**config.mk**
```make
export PLATFORM = sky130hd
export DESIGN_NAME = range_encoder_unit
export DESIGN_NICKNAME = d
export VERILOG_FILES = /design/src/rng_pkg.sv /design/src/rng_div.sv /design/src/rng_obuf.sv /design/src/range_encoder_unit.sv
export SDC_FILE = /design/constraint.sdc
export NUM_CORES = 2
export LEC_CHECK = 0
export BUFFER_PORTS_ARGS = -buffer_cell sky130_fd_sc_hd__clkbuf_2
export CAP_MARGIN = 40
export CORE_ASPECT_RATIO = 1.75
export CORE_MARGIN = 3
export CORE_UTILIZATION = 64
export DETAILED_ROUTE_END_ITERATION = 12
export PLACE_DENSITY = 0.81
export SLEW_MARGIN = 20
export SYNTH_ARGS = -nofsm -noshare
export SYNTH_HDL_FRONTEND = slang
export SYNTH_HIERARCHICAL = 1
export SYNTH_SLANG_ARGS = --single-unit
```
**constraint.sdc**
```tcl
create_clock -name clk -period 10.8 [get_ports clk]
set_input_delay 1.62 -clock clk [delete_from_list [all_inputs] [get_ports clk]]
set_output_delay 1.62 -clock clk [all_outputs]
set_load 0.005 [all_outputs]
```
**src/rng_pkg.sv**
```systemverilog
`timescale 1ns / 1ps

package rng_pkg;

  // action codes carried in the input tuser
  localparam logic [1:0] ACT_START  = 2'd0;
  localparam logic [1:0] ACT_TOTAL  = 2'd1;
  localparam logic [1:0] ACT_SHIFT  = 2'd2;
  localparam logic [1:0] ACT_FINISH = 2'd3;

  // configuration register indexes
  localparam logic CFG_FIRST_BYTE    = 1'b0;
  localparam logic CFG_INITIAL_COUNT = 1'b1;

  localparam logic [31:0] RANGE_TOP      = 32'h8000_0000;
  localparam logic [31:0] RANGE_BOTTOM   = 32'h0080_0000;
  localparam logic [31:0] NO_CARRY_LIMIT = 32'h7f80_0000;
  localparam logic [3:0]  PENDING_MAX    = 4'd12;
  localparam logic [2:0]  MAX_ROUNDS     = 3'd4;

  // byte buffer: one item emits at most 21 bytes
  localparam int BUF_AW = 5;

  typedef struct packed {
    logic       clr;
    logic       wr_en;
    logic [7:0] wr_data;
    logic       drain;
    logic       flag;
  } buf_ctrl_t;

endpackage

```
**src/rng_div.sv**
```systemverilog
`timescale 1ns / 1ps

module rng_div (
  input  logic        clk,
  input  logic        rst,
  input  logic        start,
  input  logic [31:0] dividend,
  input  logic [15:0] divisor,
  output logic        done,
  output logic [31:0] quotient
);
  import rng_pkg::*;

  logic        busy;
  logic [4:0]  cnt;
  logic [15:0] rem;
  logic [15:0] dvs;
  logic [31:0] quo;
  logic [16:0] trial;
  logic [16:0] diff;
  logic        ge;

  // one restoring step per cycle
  always_comb begin
    trial = {rem, quo[31]};
    ge    = trial >= {1'b0, dvs};
    diff  = trial - {1'b0, dvs};
  end

  always_ff @(posedge clk) begin
    if (rst) begin
      busy <= 1'b0;
      done <= 1'b0;
      cnt  <= '0;
    end else begin
      done <= 1'b0;
      if (start) begin
        busy <= 1'b1;
        cnt  <= '0;
      end else if (busy) begin
        cnt <= cnt + 5'd1;
        if (cnt == 5'd31) begin
          busy <= 1'b0;
          done <= 1'b1;
        end
      end
    end
  end

  always_ff @(posedge clk) begin
    if (start) begin
      quo <= dividend;
      dvs <= divisor;
      rem <= '0;
    end else if (busy) begin
      quo <= {quo[30:0], ge};
      rem <= ge ? diff[15:0] : trial[15:0];
    end
  end

  assign quotient = quo;

endmodule

```
**src/rng_obuf.sv**
```systemverilog
`timescale 1ns / 1ps

module rng_obuf (
  input  logic               clk,
  input  logic               rst,
  input  rng_pkg::buf_ctrl_t ctrl,
  output logic               busy,
  output logic               m_axis_tvalid,
  input  logic               m_axis_tready,
  output logic [7:0]         m_axis_tdata,  // out_byte
  output logic               m_axis_tlast,
  output logic               m_axis_tuser   // pending_overflow
);
  import rng_pkg::*;

  localparam logic [1:0] OB_IDLE  = 2'd0;
  localparam logic [1:0] OB_FETCH = 2'd1;
  localparam logic [1:0] OB_SHOW  = 2'd2;

  logic [7:0]        mem [2**BUF_AW];
  logic [7:0]        rdata;
  logic [BUF_AW-1:0] wr_ptr;
  logic [BUF_AW-1:0] rd_ptr;
  logic [1:0]        state;
  logic              flag;
  logic              is_last;

  always_ff @(posedge clk) begin
    if (ctrl.wr_en) begin
      mem[wr_ptr] <= ctrl.wr_data;
    end
    rdata <= mem[rd_ptr];
  end

  assign is_last = rd_ptr == wr_ptr - BUF_AW'(1);

  always_ff @(posedge clk) begin
    if (rst) begin
      state  <= OB_IDLE;
      wr_ptr <= '0;
      rd_ptr <= '0;
      flag   <= 1'b0;
    end else begin
      if (ctrl.clr) begin
        wr_ptr <= '0;
      end else if (ctrl.wr_en) begin
        wr_ptr <= wr_ptr + BUF_AW'(1);
      end
      unique case (state)
        OB_IDLE: begin
          // an item that wrote no bytes sends nothing
          if (ctrl.drain && wr_ptr != '0) begin
            rd_ptr <= '0;
            flag   <= ctrl.flag;
            state  <= OB_FETCH;
          end
        end
        OB_FETCH: state <= OB_SHOW;
        OB_SHOW: begin
          if (m_axis_tready) begin
            if (is_last) begin
              state <= OB_IDLE;
            end else begin
              rd_ptr <= rd_ptr + BUF_AW'(1);
              state  <= OB_FETCH;
            end
          end
        end
        default: state <= OB_IDLE;
      endcase
    end
  end

  assign busy          = state != OB_IDLE;
  assign m_axis_tvalid = state == OB_SHOW;
  assign m_axis_tdata  = rdata;
  assign m_axis_tlast  = is_last;
  assign m_axis_tuser  = flag;

endmodule

```
**src/range_encoder_unit.sv**
```systemverilog
`timescale 1ns / 1ps

// Byte-oriented 32-bit range encoder.
// Input words arrive on s_axis: tuser holds the action (start, encode with
// total, encode with shift, finish), tdata the symbol frequencies, total and shift.
// Compressed bytes leave on m_axis, one byte per word; tlast marks the last
// byte caused by an input word and tuser carries the sticky overflow flag.
// first_byte and initial_count are set through cfg_we/cfg_index/cfg_data
// and take effect at the next start action.
// Each word runs through a sequencer: up to four renormalize rounds with
// bytes flushed through the pending state, then for a total-based encode
// a serial restoring divide, and for either encode the steps MUL1, MUL2
// and MUL3 on a shared 32x16 multiplier. Bytes are collected in a small
// buffer and streamed out after the word is done, each byte read from the
// buffer before it is shown to the receiver; a word that makes no bytes
// sends nothing. tready stays low until the last byte is taken, so a
// stalled receiver holds the input side. Reset clears the coder to low 0,
// range 0x80000000, held byte, pending count, byte count and both
// registers to 0.
module range_encoder_unit (
  input  logic        clk,
  input  logic        rst,
  input  logic        s_axis_tvalid,
  output logic        s_axis_tready,
  input  logic [55:0] s_axis_tdata,  // sym_freq, low_freq, total, shift, zero pad
  input  logic [1:0]  s_axis_tuser,  // action
  output logic        m_axis_tvalid,
  input  logic        m_axis_tready,
  output logic [7:0]  m_axis_tdata,  // out_byte
  output logic        m_axis_tlast,
  output logic        m_axis_tuser,  // pending_overflow
  input  logic        cfg_we,
  input  logic        cfg_index,
  input  logic [23:0] cfg_data
);
  import rng_pkg::*;

  localparam logic [3:0] ST_IDLE   = 4'd0;
  localparam logic [3:0] ST_RENORM = 4'd1;
  localparam logic [3:0] ST_PEND   = 4'd2;
  localparam logic [3:0] ST_DIV    = 4'd3;
  localparam logic [3:0] ST_MUL1   = 4'd4;
  localparam logic [3:0] ST_MUL2   = 4'd5;
  localparam logic [3:0] ST_MUL3   = 4'd6;
  localparam logic [3:0] ST_FIN    = 4'd7;
  localparam logic [3:0] ST_FIN2   = 4'd8;
  localparam logic [3:0] ST_TAIL   = 4'd9;
  localparam logic [3:0] ST_DONE   = 4'd10;

  logic [3:0]  state;
  logic [7:0]  first_byte;
  logic [23:0] initial_count;
  logic [31:0] code_low;
  logic [31:0] code_range;
  logic [7:0]  held_byte;
  logic [3:0]  pending_count;
  logic [23:0] byte_count;
  logic        overflow;

  logic [1:0]  action;
  logic [15:0] sym_freq;
  logic [15:0] low_freq;
  logic [15:0] total;
  logic [4:0]  shift;

  logic [2:0]  round;
  logic        carry;
  logic        in_final;
  logic [1:0]  tail_idx;
  logic [7:0]  tail_byte;
  logic [31:0] r;
  logic [31:0] prod;

  logic        accept;
  logic        renorm_go;
  logic        no_carry;
  logic [9:0]  t_val;
  logic [15:0] mul_b;
  logic [31:0] mul_full;
  logic        div_start;
  logic        div_done;
  logic [31:0] div_quo;
  logic        obuf_busy;
  buf_ctrl_t   bctl;

  assign s_axis_tready = state == ST_IDLE && !obuf_busy;
  assign accept        = s_axis_tvalid && s_axis_tready;

  assign renorm_go = round < MAX_ROUNDS && code_range <= RANGE_BOTTOM;
  assign no_carry  = code_low < NO_CARRY_LIMIT;
  assign t_val     = {1'b0, code_low[31:23]}
                   + ((code_low[22:0] >= byte_count[23:1]) ? 10'd1 : 10'd0);

  // shared multiplier: low_freq first, then sym_freq
  assign mul_b    = (state == ST_MUL1) ? low_freq : sym_freq;
  assign mul_full = r * mul_b;

  assign div_start = state == ST_RENORM && !renorm_go && action == ACT_TOTAL;

  rng_div u_div (
    .clk      (clk),
    .rst      (rst),
    .start    (div_start),
    .dividend (code_range),
    .divisor  ((total == 16'd0) ? 16'd1 : total),
    .done     (div_done),
    .quotient (div_quo)
  );

  always_comb begin
    bctl.clr     = accept;
    bctl.wr_en   = 1'b0;
    bctl.wr_data = '0;
    bctl.drain   = 1'b0;
    bctl.flag    = overflow;
    unique case (state)
      ST_RENORM: begin
        if (renorm_go && (no_carry || code_low[31])) begin
          bctl.wr_en   = 1'b1;
          bctl.wr_data = no_carry ? held_byte : held_byte + 8'd1;
        end
      end
      ST_PEND: begin
        if (pending_count != 4'd0) begin
          bctl.wr_en   = 1'b1;
          bctl.wr_data = carry ? 8'h00 : 8'hff;
        end
      end
      ST_FIN2: begin
        bctl.wr_en   = 1'b1;
        bctl.wr_data = t_val[8] || t_val[9] ? held_byte + 8'd1 : held_byte;
      end
      ST_TAIL: begin
        bctl.wr_en = 1'b1;
        case (tail_idx)
          2'd0:    bctl.wr_data = tail_byte;
          2'd1:    bctl.wr_data = byte_count[23:16];
          2'd2:    bctl.wr_data = byte_count[15:8];
          default: bctl.wr_data = byte_count[7:0];
        endcase
      end
      ST_DONE: bctl.drain = 1'b1;
      default: ;
    endcase
  end

  rng_obuf u_obuf (
    .clk           (clk),
    .rst           (rst),
    .ctrl          (bctl),
    .busy          (obuf_busy),
    .m_axis_tvalid (m_axis_tvalid),
    .m_axis_tready (m_axis_tready),
    .m_axis_tdata  (m_axis_tdata),
    .m_axis_tlast  (m_axis_tlast),
    .m_axis_tuser  (m_axis_tuser)
  );

  always_ff @(posedge clk) begin
    if (accept) begin
      action   <= s_axis_tuser;
      sym_freq <= s_axis_tdata[15:0];
      low_freq <= s_axis_tdata[31:16];
      total    <= s_axis_tdata[47:32];
      shift    <= s_axis_tdata[52:48];
    end
  end

  always_ff @(posedge clk) begin
    if (rst) begin
      first_byte    <= '0;
      initial_count <= '0;
    end else if (cfg_we) begin
      if (cfg_index == CFG_FIRST_BYTE) begin
        first_byte <= cfg_data[7:0];
      end else begin
        initial_count <= cfg_data;
      end
    end
  end

  always_ff @(posedge clk) begin
    if (rst) begin
      state         <= ST_IDLE;
      code_low      <= '0;
      code_range    <= RANGE_TOP;
      held_byte     <= '0;
      pending_count <= '0;
      byte_count    <= '0;
      overflow      <= 1'b0;
      round         <= '0;
      carry         <= 1'b0;
      in_final      <= 1'b0;
      tail_idx      <= '0;
    end else begin
      unique case (state)
        ST_IDLE: begin
          if (accept) begin
            round    <= '0;
            in_final <= 1'b0;
            tail_idx <= '0;
            if (s_axis_tuser == ACT_START) begin
              code_low      <= '0;
              code_range    <= RANGE_TOP;
              held_byte     <= first_byte;
              pending_count <= '0;
              byte_count    <= initial_count;
              overflow      <= 1'b0;
            end else begin
              state <= ST_RENORM;
            end
          end
        end
        ST_RENORM: begin
          if (renorm_go) begin
            if (no_carry || code_low[31]) begin
              carry <= !no_carry;
              state <= ST_PEND;
            end else begin
              if (pending_count < PENDING_MAX) begin
                pending_count <= pending_count + 4'd1;
              end else begin
                overflow <= 1'b1;
              end
              code_low   <= {1'b0, code_low[22:0], 8'h00};
              code_range <= {code_range[23:0], 8'h00};
              byte_count <= byte_count + 24'd1;
              round      <= round + 3'd1;
            end
          end else if (action == ACT_TOTAL) begin
            state <= ST_DIV;
          end else if (action == ACT_SHIFT) begin
            r     <= code_range >> shift;
            state <= ST_MUL1;
          end else begin
            state <= ST_FIN;
          end
        end
        ST_PEND: begin
          if (pending_count != 4'd0) begin
            pending_count <= pending_count - 4'd1;
          end else if (in_final) begin
            state <= ST_TAIL;
          end else begin
            held_byte  <= code_low[30:23];
            code_low   <= {1'b0, code_low[22:0], 8'h00};
            code_range <= {code_range[23:0], 8'h00};
            byte_count <= byte_count + 24'd1;
            round      <= round + 3'd1;
            state      <= ST_RENORM;
          end
        end
        ST_DIV: begin
          if (div_done) begin
            r     <= div_quo;
            state <= ST_MUL1;
          end
        end
        ST_MUL1: begin
          prod  <= mul_full;
          state <= ST_MUL2;
        end
        ST_MUL2: begin
          code_low <= code_low + prod;
          prod     <= mul_full;
          state    <= ST_MUL3;
        end
        ST_MUL3: begin
          code_range <= prod;
          state      <= ST_DONE;
        end
        ST_FIN: begin
          byte_count <= byte_count + 24'd5;
          state      <= ST_FIN2;
        end
        ST_FIN2: begin
          // carry into the held byte when the rounded top byte overflows
          carry     <= t_val[8] || t_val[9];
          tail_byte <= t_val[7:0];
          in_final  <= 1'b1;
          state     <= ST_PEND;
        end
        ST_TAIL: begin
          tail_idx <= tail_idx + 2'd1;
          if (tail_idx == 2'd3) begin
            state <= ST_DONE;
          end
        end
        ST_DONE: state <= ST_IDLE;
        default: state <= ST_IDLE;
      endcase
    end
  end

endmodule
```
* Yosys cells after proc, flatten, opt, wreduce, memory -nomap -nowiden
Memory sizes are Yosys's and may differ from the RTL's. A register that Yosys moved wholly into a read port is not among the register bits.
Index checks and enable logic that the tools add are counted.
** Cells by class
- Add/sub/neg operators :: 14
- Multiply operators :: 1
- Order comparisons :: 6
- Equal/unequal tests :: 39
- Shift operators :: 1
- Muxes and demuxes :: 95
- Bitwise gates (word level) :: 3
- Reduce and logical (&&, ||, !) cells :: 55
** Operators by type and width (count)
- $mux 32 :: 18
- $pmux 32 s4 :: 2
- $mux 24 :: 6
- $pmux 24 s4 :: 1
- $pmux 32 s2 :: 1
- $mux 4 :: 14
- $mux 8 :: 7
- $pmux 4 s10 :: 1
- $pmux 9 s4 :: 1
- $add 32x32->32 :: 1
- $le 32x24->1 const B :: 1
- $lt 32x31->1 const B :: 1
- $mul 32x16->32 :: 1
- $mux 16 :: 2
- $shr 32x5->32 :: 1
- $reduce_and 7->1 :: 4
- $add 24x1->24 const B :: 1
- $add 24x3->24 const B :: 1
- $ne 2x2->1 const B :: 12
- $pmux 8 s3 :: 1
- $reduce_and 6->1 :: 4
- $ge 23x23->1 :: 1
- $mux 3 :: 6
- $mux 9 :: 2
- 49 further kinds :: 124
** Storage, ports and cells
- Register bits :: 355
- RAM bits :: 256
- Input port bits :: 88
- Memories kept :: 1
** Memory list
- u_obuf.mem :: depth 32, bits a word 8, read ports 1, clocked after Yosys merged registers in 1, wr ports 1, line rng_obuf.sv:20 : logic [7:0] mem [2**BUF_AW];

* Depth between registers and ports, before layout
- Word-level depth :: 8
- Mapped depth :: 27
- Gate-level depth less buffers :: 25

* By module
Netlist, hierarchy kept.
** By module, submodules not included
- range_encoder_unit :: times used 1, cells an instance 3001, area each 26807.0 um^2
- rng_obuf :: times used 1, cells an instance 506, area each 10797.9 um^2
- rng_div :: times used 1, cells an instance 302, area each 3659.8 um^2

* Worst setup path before layout
Ideal clock, no wire load.
- Path type :: input -> register
- Start :: in s_axis_tvalid
- End :: reg tail_idx[1]
- Setup time :: 0.132 ns
- Data arrival time :: 8.197 ns
- Slack :: 2.470 ns
- Stages :: 4
- Cells stage by stage :: nand2b_1 nor4_1 or3_1 a21oi_1
** On the way
- Word-level cells in the longest chain between the ends :: 3
** Ends and longest elaborated chain
- start: declaration :: line range_encoder_unit.sv:23 : input logic s_axis_tvalid,
- $logic_and 1x1->1 :: line range_encoder_unit.sv:87 : assign accept = s_axis_tvalid && s_axis_tready;
- via accept :: line range_encoder_unit.sv:74 : logic accept;
- $ne 2x2->1 (no source line)
- $reduce_and 2->1 (no source line)
- end signal: assignment :: line range_encoder_unit.sv:284 : tail_idx <= tail_idx + 2'd1;
- end: declaration :: line range_encoder_unit.sv:69 : logic [1:0] tail_idx;
The timed path passes the listed nets, and every way through them passes these cells.
A chain may end at the register's enable or synchronous reset.

==> implementation parameters <==
Parameter                              Value

GRT
  Largest net degree at the start of global routing ... 78
  First-pass GRT wire length ... 171000 µm
  Total grt overflow ... 0
  Number of antenna violations at the first check in global routing ... 2
  Via count of the first global-routing pass ... 31000
  Total Routing Usage GR ... 32.9%

Place
  Number of port buffers ... 96
  Global placer's final weighted congestion ... 0.979
  HPWL after detailed placement ... 77700 µm
  Post-placement cell count ... 4543

Yosys
  Proportion of netlist area held by the largest area contributor ... 31.4%
  Post-synthesis xor/xnor area fraction ... 2.33%
  Main area contributors after synthesis ... sky130_fd_sc_hd__edfxtp_1 31%, sky130_fd_sc_hd__fa_1 15%, sky130_fd_sc_hd__dfxtp_1 9.1%
  Complex-gate fraction of the synthesized area ... 9.92%
  Synth cell types ... 88
  Simple-gate area share of the yosys netlist ... 12.9%
  Seq/Total Area, Yosys ... 40.5%
  Largest area contributor in the netlist ... sky130_fd_sc_hd__edfxtp_1
  Number of flip-flops and latches in the synthesized netlist ... 619
  Cell area after technology mapping ... 41300 µm²
  Number of synthesized flops with an enable pin ... 431
  Combinational family with the most area after synthesis ... adder cells
  Cell count after synthesis ... 3809
  Primary FF master, synth ... sky130_fd_sc_hd__edfxtp_1
  Adder and majority gate portion of the synthesized area ... 19.6%
  Warning count from the yosys run ... 6
  Async SR Flop Fraction ... 0%
  Proportion of synthesized area in mux cells ... 8.66%
  Mean cell area of the mapped netlist ... 10.8 µm²
  Synthesized Nets ... 4358

Die
  Number of I/O pins ... 100
  Core area ... 63500 µm²
  Chip Width ... 198 µm
  Initial standard-cell utilization of the core ... 65.0%
  Die area ... 67700 µm²
  Standard-cell row count ... 122
  Vert. Die Dim ... 342 µm

Cells and area
  Net count reported at finish ... 4351
  Most frequent standard cell in the layout excluding fill and tap cells ... sky130_fd_sc_hd__nand2_1
  Layout fillers ... 4513
  Layout-stage area growth over the synthesis result ... 7.64%
  Count of non-filler cells in the finished layout ... 4655
  Antenna diodes ... 0
  Commonest cells after routing, fill and taps aside ... 457 x sky130_fd_sc_hd__nand2_1, 431 x sky130_fd_sc_hd__edfxtp_1, 428 x sky130_fd_sc_hd__inv_1, 307 x sky130_fd_sc_hd__fa_1, 238 x sky130_fd_sc_hd__nor2_1
  Fraction of layout cells with a size suffix above 1 ... 11.9%

CTS
  CTS tree ... built
  Clock root buffer master ... sky130_fd_sc_hd__clkbuf_16
  Number of sinks handled by clock tree synthesis ... 619
  Number of buffers inserted to repair setup after CTS ... 0
  Clock network latency to the later pin of the worst-skew pair ... 0.65 ns
  Clock-pin slew on the worst setup and hold paths ... 0.07 ns
  Depth of the CTS H-tree ... 2
  # resized after CTS ... 0
  # hold bufs at CTS ... 0
  CTS buffer count ... 55
  Max Buffers Root-to-Sink ... 3

STA
  Max-Slew Margin vs Limit ... 35.5%
  Final sum of negative setup slack ... 0 ns
  Hold Fails Final Rpt ... 0
  Number of pins exceeding their max-slew limit in the final report ... 0
  Setup skew after layout ... 0.0381 ns
  Fmax ... 0.116 GHz
  Share of the clock period used by the worst path ... 79.6%
  Slew at the pin with the worst max-slew slack ... 0.967 ns
  Post-layout minimum cycle time ... 8.59 ns
  Total setup violations reported at the end of the flow ... 0
  Setup repair after global routing missed its margin ... false

Route
  Via Count ... 29900
  Vias per cell ... 6.42
  Remaining routing DRC violations ... 0
  Avg WL per Cell ... 23.5 µm
  Total Wirelength ... 109000 µm
  Post-route ant nets ... 0
  Number of iterations in the first detailed-routing pass ... 5
  Violation count after the first detailed-route iteration ... 2685

Setup path
  Required time at the endpoint of the critical path ... 11.14 ns
  Type of the worst setup path ... register to register
  CP max FO ... 27
  Arrival @ worst endpoint ... 8.93 ns
  Worst Setup End Kind ... register
  Worst Setup Start Kind ... register

Run
  Max capacitance violation total ... 0

Min path
  Hold Path Class ... register to register

Run status
  Outcome ... finished clean
[cells in the mapped netlist (9+ instances only)]
cell	instances
sky130_fd_sc_hd__or3_1	12
sky130_fd_sc_hd__clkbuf_1	173
sky130_fd_sc_hd__a22o_1	11
sky130_fd_sc_hd__nand3_1	49
sky130_fd_sc_hd__o211ai_1	14
sky130_fd_sc_hd__buf_1	16
sky130_fd_sc_hd__buf_2	12
sky130_fd_sc_hd__edfxtp_1	431
sky130_fd_sc_hd__o21ai_1	9
sky130_fd_sc_hd__xor2_1	31
sky130_fd_sc_hd__o21a_1	18
sky130_fd_sc_hd__a21oi_1	182
sky130_fd_sc_hd__a22oi_1	18
sky130_fd_sc_hd__and2_1	148
sky130_fd_sc_hd__fa_1	307
sky130_fd_sc_hd__a31o_2	9
sky130_fd_sc_hd__ha_1	154
sky130_fd_sc_hd__nor2b_1	19
sky130_fd_sc_hd__xnor2_1	79
sky130_fd_sc_hd__a21o_1	31
sky130_fd_sc_hd__o21bai_1	13
sky130_fd_sc_hd__a211oi_2	12
sky130_fd_sc_hd__o31ai_1	13
sky130_fd_sc_hd__mux4_2	97
sky130_fd_sc_hd__dfxtp_1	188
sky130_fd_sc_hd__nand4_1	17
sky130_fd_sc_hd__mux2_2	64
sky130_fd_sc_hd__nand2b_1	31
sky130_fd_sc_hd__and3_1	24
sky130_fd_sc_hd__or4_1	9
sky130_fd_sc_hd__nor3_1	84
sky130_fd_sc_hd__nor2_1	240
sky130_fd_sc_hd__a221oi_1	39
sky130_fd_sc_hd__o21ai_0	97
sky130_fd_sc_hd__nand2_1	457
sky130_fd_sc_hd__mux2i_1	64
sky130_fd_sc_hd__nor4_1	18
sky130_fd_sc_hd__a31oi_1	14
sky130_fd_sc_hd__inv_1	428
sky130_fd_sc_hd__a211oi_1	47
[cell type report]
cell class | count | area, µm² | area share (%)
sequential | 619 | 16700 | 37.6
clock inverter | 38 | 504 | 1.14
inverter | 429 | 1610 | 3.63
timing repair buffer | 153 | 1020 | 2.30
tap | 806 | 1010 | 2.27
clock buffer | 66 | 1440 | 3.24
multi-input combinational | 2544 | 22100 | 49.8
[stage by stage]
stage | worst slack, ns | cell area, µm² | util (%) | hold WS [ns]
after global placement | 2.54 | 42200 | 66.5 | 0.430
final | 2.21 | 44400 | 70.0 | 0.451
after CTS | 2.35 | 44300 | 69.8 | 0.452
after detailed placement | 2.51 | 42400 | 66.7 | 0.440
after global routing | 1.93 | 44400 | 70.0 | 0.457
after floorplan | 2.47 | 41300 | - | 0.433
[per-layer routing]
metal | up-vias | global-route usage, % | routed length [µm]
met4 | 2 | 22.6 | 9330
met3 | 511 | 4.60 | 7600
met2 | 1536 | 57.5 | 56100
met5 | - | 0 | 18
li1 | 13200 | - | -
met1 | 14700 | 36.9 | 36300
[cell families (layout without fill, tap and decap cells)]
kind of cell,Yosys count,after routing
AO/OA/AOI/OAI,603,603
buffers and inverters,646,686
AND/OR/NAND/NOR,1143,1143
XOR/XNOR,110,110
adder cells (fa/ha/maj),461,461
flip-flops,619,619
multiplexers,227,227
[registers in the layout (all words and copies together), names as in the netlist, 24 cells and up]
register	count
prod	32
code_range	32
code_low	32
u_obuf/mem	256
r	32
u_div/quotient	32
initial_count	24
byte_count	24
[worst paths after layout]
path	start	end	slack, ns	cells after the start
worst min register to register	total[2]$_DFFE_PP_	u_div/dvs[2]$_DFFE_PP_	0.45	0
worst min-delay path	total[2]$_DFFE_PP_	u_div/dvs[2]$_DFFE_PP_	0.45	0
worst max-delay path	state[0]$_SDFFE_PP0P_	prod[28]$_DFFE_PP_	2.21	23
worst max register to register	state[0]$_SDFFE_PP0P_	prod[28]$_DFFE_PP_	2.21	23
[critical path, stage by stage, from the launching register on]
cell and delay, ns:
sky130_fd_sc_hd__dfxtp_1 0.54, sky130_fd_sc_hd__nor4b_4 0.36, sky130_fd_sc_hd__buf_4 0.31, sky130_fd_sc_hd__mux2_2 0.66, sky130_fd_sc_hd__and2_1 0.31, sky130_fd_sc_hd__fa_1 0.56
sky130_fd_sc_hd__inv_1 0.10, sky130_fd_sc_hd__fa_1 0.59, sky130_fd_sc_hd__fa_1 0.45, sky130_fd_sc_hd__fa_1 0.50, sky130_fd_sc_hd__inv_1 0.06, sky130_fd_sc_hd__fa_1 0.54
sky130_fd_sc_hd__inv_1 0.06, sky130_fd_sc_hd__fa_1 0.53, sky130_fd_sc_hd__inv_1 0.07, sky130_fd_sc_hd__ha_1 0.38, sky130_fd_sc_hd__a21oi_1 0.19, sky130_fd_sc_hd__o21bai_1 0.08
sky130_fd_sc_hd__a21oi_1 0.14, sky130_fd_sc_hd__o31ai_1 0.12, sky130_fd_sc_hd__a221o_1 0.42, sky130_fd_sc_hd__a211oi_1 0.49, sky130_fd_sc_hd__nor2_1 0.17, sky130_fd_sc_hd__o311ai_0 0.60
Power is not shown: default switching activity piles up to over one toggle a cycle in this logic, so the estimate is an artifact.
